`config.mk`:
```
export PLATFORM = sky130hd
export DESIGN_NAME = gmt_cell
export DESIGN_NICKNAME = d
export VERILOG_FILES = /design/src/hdl/gmt_pkg.sv /design/src/hdl/gmt_cell.sv
export SDC_FILE = /design/constraint.sdc
export NUM_CORES = 1
export LEC_CHECK = 0
export BUFFER_PORTS_ARGS = -buffer_cell sky130_fd_sc_hd__buf_2
export CELL_PAD_IN_SITES_DETAIL_PLACEMENT = 1
export CELL_PAD_IN_SITES_GLOBAL_PLACEMENT = 1
export CORE_ASPECT_RATIO = 0.75
export CORE_UTILIZATION = 35
export CTS_BUF_LIST = sky130_fd_sc_hd__clkbuf_16
export DETAILED_ROUTE_END_ITERATION = 6
export PLACE_DENSITY = 0.89
export SYNTH_ARGS = -nofsm -noshare
export SYNTH_HDL_FRONTEND = slang
export SYNTH_SLANG_ARGS = --single-unit
```
`constraint.sdc`:
```
create_clock -name clk_i -period 1.1 [get_ports clk_i]
set_clock_uncertainty 0.1 [all_clocks]
set_input_delay 0 -clock clk_i [delete_from_list [all_inputs] [get_ports clk_i]]
set_output_delay 0 -clock clk_i [all_outputs]
set_load 0.1 [all_outputs]
```
`src/hdl/gmt_pkg.sv`:
```
// Package with the slot record type and command and register codes of the membership table.
package gmt_pkg;

  // Command codes carried by an input transaction.
  localparam logic [1:0] CMD_UPDATE = 2'd0;
  localparam logic [1:0] CMD_JOIN   = 2'd1;
  localparam logic [1:0] CMD_TICK   = 2'd2;

  // Configuration register indexes.
  localparam logic [2:0] REG_SELF_ID        = 3'd0;
  localparam logic [2:0] REG_SELF_PORT      = 3'd1;
  localparam logic [2:0] REG_PING_PERIOD    = 3'd2;
  localparam logic [2:0] REG_FAIL_TIMEOUT   = 3'd3;
  localparam logic [2:0] REG_REMOVE_TIMEOUT = 3'd4;
  localparam logic [2:0] REG_START_IN_GROUP = 3'd5;

  localparam logic [30:0] HB_MAX = 31'h7FFF_FFFF;

  // Contents of one table slot.
  typedef struct packed {
    logic        valid;
    logic        failed;
    logic [31:0] id;
    logic [15:0] port;
    logic [30:0] heartbeat;
    logic [31:0] stamp;
  } slot_t;

endpackage

```
`src/hdl/gmt_cell.sv`:
```
// One cell of the slot ring: holds one slot and takes its neighbour's slot on a shift.
module gmt_cell
  import gmt_pkg::*;
#(
  parameter bit RESET_VALID = 1'b0
) (
  input  logic  clk_i,
  input  logic  rst_ni,
  input  logic  shift_i,
  input  slot_t slot_i,
  output slot_t slot_o
);

  logic        valid_q;
  logic        failed_q;
  logic [30:0] heartbeat_q;
  logic [31:0] stamp_q;
  logic [31:0] id_q;
  logic [15:0] port_q;

  // Control and reset-defined fields are reset (valid to RESET_VALID, the rest cleared); address fields need no reset.
  always_ff @(posedge clk_i or negedge rst_ni) begin
    if (!rst_ni) begin
      valid_q     <= RESET_VALID;
      failed_q    <= 1'b0;
      heartbeat_q <= '0;
      stamp_q     <= '0;
    end else if (shift_i) begin
      valid_q     <= slot_i.valid;
      failed_q    <= slot_i.failed;
      heartbeat_q <= slot_i.heartbeat;
      stamp_q     <= slot_i.stamp;
    end
  end

  always_ff @(posedge clk_i) begin
    if (shift_i) begin
      id_q   <= slot_i.id;
      port_q <= slot_i.port;
    end
  end

  assign slot_o = {valid_q, failed_q, id_q, port_q, heartbeat_q, stamp_q};

endmodule

```
==> results of run 1 <==
==> stage by stage <==
step           setup slack [ns]  area, µm²  TNS (ns)  utilization [%]  std cells
2_1_floorplan          -0.02684       4312    -1.610                -        187
3_3_place_gp            0.08106       7345         0            65.88        555
3_5_place_dp            0.03764       7345         0            65.88        555
==> synthesized netlist by cell type <==
master    instances
edfxtp_1         48
buf_6             6
dfrtp_1          65
mux2_4           50
buf_2             1
buf_4             2
mux2_2           15
==> kinds of logic after synthesis <==
| kind of cell | after synthesis |
|---|---|
| buf+inv | 9 |
| flops | 113 |
| mux | 65 |
==> flow_summary.json, run 1 <==
{
  "syn_inst": 187,
  "synth_top_family_by_area": "multiplexers",
  "yosys_warnings": 0,
  "seq_area_frac_synth_pct": 75.28,
  "synth-simple-area-share_pct": 0,
  "stop_stage": "clock tree synthesis",
  "synth.top_cell.area_share_pct": 39.91,
  "dpl.hpwl_um": 10330,
  "syn_area_um2": 4075,
  "row_count": 33,
  "clockBufferDepth": 2,
  "cts_inserted_buffers": 17,
  "portBuffers": 228,
  "dieWidth_um": 126.6,
  "initial_core_util_pct": 36.55,
  "cts_htree_levels": 4,
  "status": "aborted with a tool error",
  "avgSynthCellArea_um2": 21.79,
  "cts_resized": 6,
  "synth_compound_area_share_pct": 0,
  "root_buffer": "clkbuf_16",
  "synth_seq_cells": 113,
  "synth.distinct_cells": 7,
  "postCtsSetupBuffers": 15,
  "postCtsHoldBufs": 116,
  "synthTopCellsByArea": "dfrtp_1 (40%), edfxtp_1 (35%), mux2_4 (18%)",
  "cts.sinks": 113,
  "synth_nets": 303,
  "gp_congestion": 0.7654,
  "synth_top_cell_by_area": "dfrtp_1",
  "synth-xor-area-share_pct": 0,
  "synth_mux_area_share_pct": 22.57,
  "stop_error": "[ERROR DPL-0033] detailed placement checks failed during check placement.",
  "synth_adder_area_share_pct": 0,
  "io_pins": 229,
  "dieHeight_um": 95.45
}
==> inputs of run 2 (changes only) <==
CELL_PAD_IN_SITES_DETAIL_PLACEMENT = not set   (was 1)
CELL_PAD_IN_SITES_GLOBAL_PLACEMENT = not set   (was 1)
CORE_ASPECT_RATIO = not set   (was 0.75)
CORE_UTILIZATION = 30   (was 35)
CTS_BUF_LIST = not set   (was sky130_fd_sc_hd__clkbuf_16)
PLACE_DENSITY = not set   (was 0.89)
PLACE_DENSITY_LB_ADDON = 0.15   (was not set)
==> run 2 against run 1 <==
  * The flow now finishes, with violations (negative hold slack, negative setup slack)
  * Area after synthesis did not move
  * Synthesized cell count did not move
==> flow_summary.json, run 2 <==
{
  "antenna_cells": 0,
  "dieWidth_um": 118.6,
  "relSlewSlack_pct": 73.96,
  "synth_commonest_cells": "dfrtp_1 (65), mux2_4 (50), edfxtp_1 (48)",
  "fin_crit_sh_pct": 107.6,
  "gp_congestion": 0.7715,
  "critPathTopFamily": "flip-flops",
  "yosys_warnings": 0,
  "ys.flop_type": "dfrtp_1",
  "top_layer": "met4",
  "largestRegisters": "id_q (32), stamp_q (32), heartbeat_q (31)",
  "dr_total_vias": 3135,
  "drc": 0,
  "placed_cell_area_um2": 7467,
  "synth_top_cell_by_area": "dfrtp_1",
  "drt-initial-drc-count": 94,
  "portBuffers": 228,
  "placed_cells": 593,
  "antenna_found_initial": 0,
  "seq_area_frac_synth_pct": 75.28,
  "coreArea_um2": 13240,
  "avgSynthCellArea_um2": 21.79,
  "critPathBufInv": 1,
  "syn_to_final_growth_pct": 125.5,
  "drive_gt1_share_pct": 69.23,
  "dieHeight_um": 118.6,
  "synth_seq_cells": 113,
  "async_reset_ff_share_pct": 57.52,
  "root_buffer": "clkbuf_16",
  "ir_worst_vdd_mv": 1.017,
  "crit_path_start_kind": "flop",
  "r2r_start": "stamp_q[15]",
  "r2r-end": "stamp_q[15]",
  "clk_pin_slew_ns": 0.05,
  "final_common_cell": "buf_12",
  "setup_slack_ns": -0.08386,
  "row_count": 42,
  "met3WireLength_um": 898,
  "first_pass_iters": 4,
  "layout.cells.non_filler": 748,
  "r2r_slack_ns": 0.01,
  "cts_inserted_buffers": 17,
  "crit_arrival_ns": 1.08,
  "grt_pass1_vias": 3590,
  "worstPathMaxFanout": 2,
  "setup_viol": 107,
  "track_usage_pct": 18.81,
  "status": "complete, but fails checks",
  "cts_htree_levels": 4,
  "crit_chain": "buf_12",
  "pre_cts_ws_ns": 0.06447,
  "critPathKind": "flop to primary output",
  "drt-total-wl_um": 12370,
  "postLayoutCoreUtil_pct": 69.41,
  "synth-edff-count": 48,
  "worst_hold_path_type": "input port to asynchronous set/reset pin",
  "avgViaCountPerCell": 4.191,
  "fin_area_um2": 9191,
  "ant_nets": 0,
  "whs_ns": -0.04224,
  "met2_length_um": 6297,
  "finalMaxSlewViolations": 0,
  "grt.overflow.total": 0,
  "dieArea_um2": 14050,
  "final_cell_mix": "buf_12 (121), dlygate4sd3_1 (116), buf_2 (114), dfrtp_4 (63), mux2_4 (50)",
  "synthTopCellsByArea": "dfrtp_1 (40%), edfxtp_1 (35%), mux2_4 (18%)",
  "clockBufferDepth": 2,
  "final_nets": 675,
  "reg2reg_depth": 2,
  "synth_nets": 303,
  "finalHoldViolations": 11,
  "rsz0062_at_grt": "yes",
  "cts.sinks": 113,
  "syn_inst": 187,
  "max_cap_violations": 0,
  "grt_first_pass_wirelength_um": 19510,
  "cts_tree": "yes",
  "cpMaxStageDelayCell": "dfrtp_4",
  "io_pins": 229,
  "slowest_delay_ns": 0.50,
  "violations": "negative hold slack, negative setup slack",
  "clock.fmax_ghz": 0.8447,
  "worstMarginPinSlew_ns": 0.3906,
  "wire_per_inst_um": 16.53,
  "grt_max_degree": 45,
  "synth.distinct_cells": 7,
  "synth.top_cell.area_share_pct": 39.91,
  "syn_area_um2": 4075,
  "dpl.hpwl_um": 8201,
  "period_minus_slack_ns": 1.184,
  "p_leak_uw": 0.004014,
  "critPathCaptureType": "primary output",
  "m1WireLength_um": 4774,
  "initial_core_util_pct": 30.77,
  "p_per_area_nw_per_um2": 1697,
  "synth_most_common_cell": "dfrtp_1",
  "crit_required_ns": 1.00,
  "worstSkewPairLatency_ns": 0.41
}
-- run 2: cells by family (layout without fill, tap and decap cells) --
logic type,after synthesis,count (layout),synth area share (%)
flip-flops,113,113,75.28
multiplexers,65,65,22.57
buffers and inverters,9,394,2.149
-- run 2: stage by stage --
step | hold WS [ns] | power (µW) | TNS, ns
after floorplan | -0.3956 | 8490 | -1.610
after global placement | -0.1613 | 10700 | 0
after detailed placement | -0.1580 | 10750 | 0
after CTS | -0.05899 | 15700 | -7.716
after global routing | -0.02949 | 16100 | -8.867
final | -0.04224 | 15600 | -5.015
-- run 2: how the worst max path moves through the flow --
stage | startpoint | endpoint | slack, ns | depth (start not counted)
floorplan | heartbeat_q[0] | heartbeat_q[0] | -0.03 | 1
finish | stamp_q[23] | slot_o[23] | -0.08 | 1
global placement | shift_i | heartbeat_q[3] | 0.08 | 4
global route | heartbeat_q[4] | slot_o[36] | -0.11 | 1
CTS | heartbeat_q[8] | slot_o[40] | -0.10 | 1
detailed placement | shift_i | stamp_q[31] | 0.06 | 3
-- run 2: power by group --
group	total (µW)	switching, µW	internal, µW
registers	5380	399	4980
clock network	4550	1760	2790
logic	5670	3390	2280
-- run 2: area by class of cell --
| class | instances | area [µm²] |
|---|---|---|
| Multi-Input combinational cell | 65 | 919.6 |
| Clock buffer | 21 | 440.4 |
| Clock inverter | 11 | 47.55 |
| Sequential cell | 113 | 3304 |
| Fill cell | 869 | 4051 |
| Tap cell | 176 | 220.2 |
| Timing Repair Buffer | 362 | 4259 |
-- run 2: layer usage --
metal / track usage (%) / vias up
met4: 10.05 / 0
met5: 0 / -
met3: 6.757 / 31
met1: 20.62 / 1516
met2: 31.76 / 160
li1: - / 1428
-- run 2: what timing repair did --
item | 4_1_cts | 5_1_grt
hold buffers | 115 | 1
buffers inserted | 5 | 2
hold endpoints to repair | 181 | 12
gates resized for setup | 0 | 6
endpoints found under the setup margin | 113 | 118
Power figures use the tool's default switching activity.
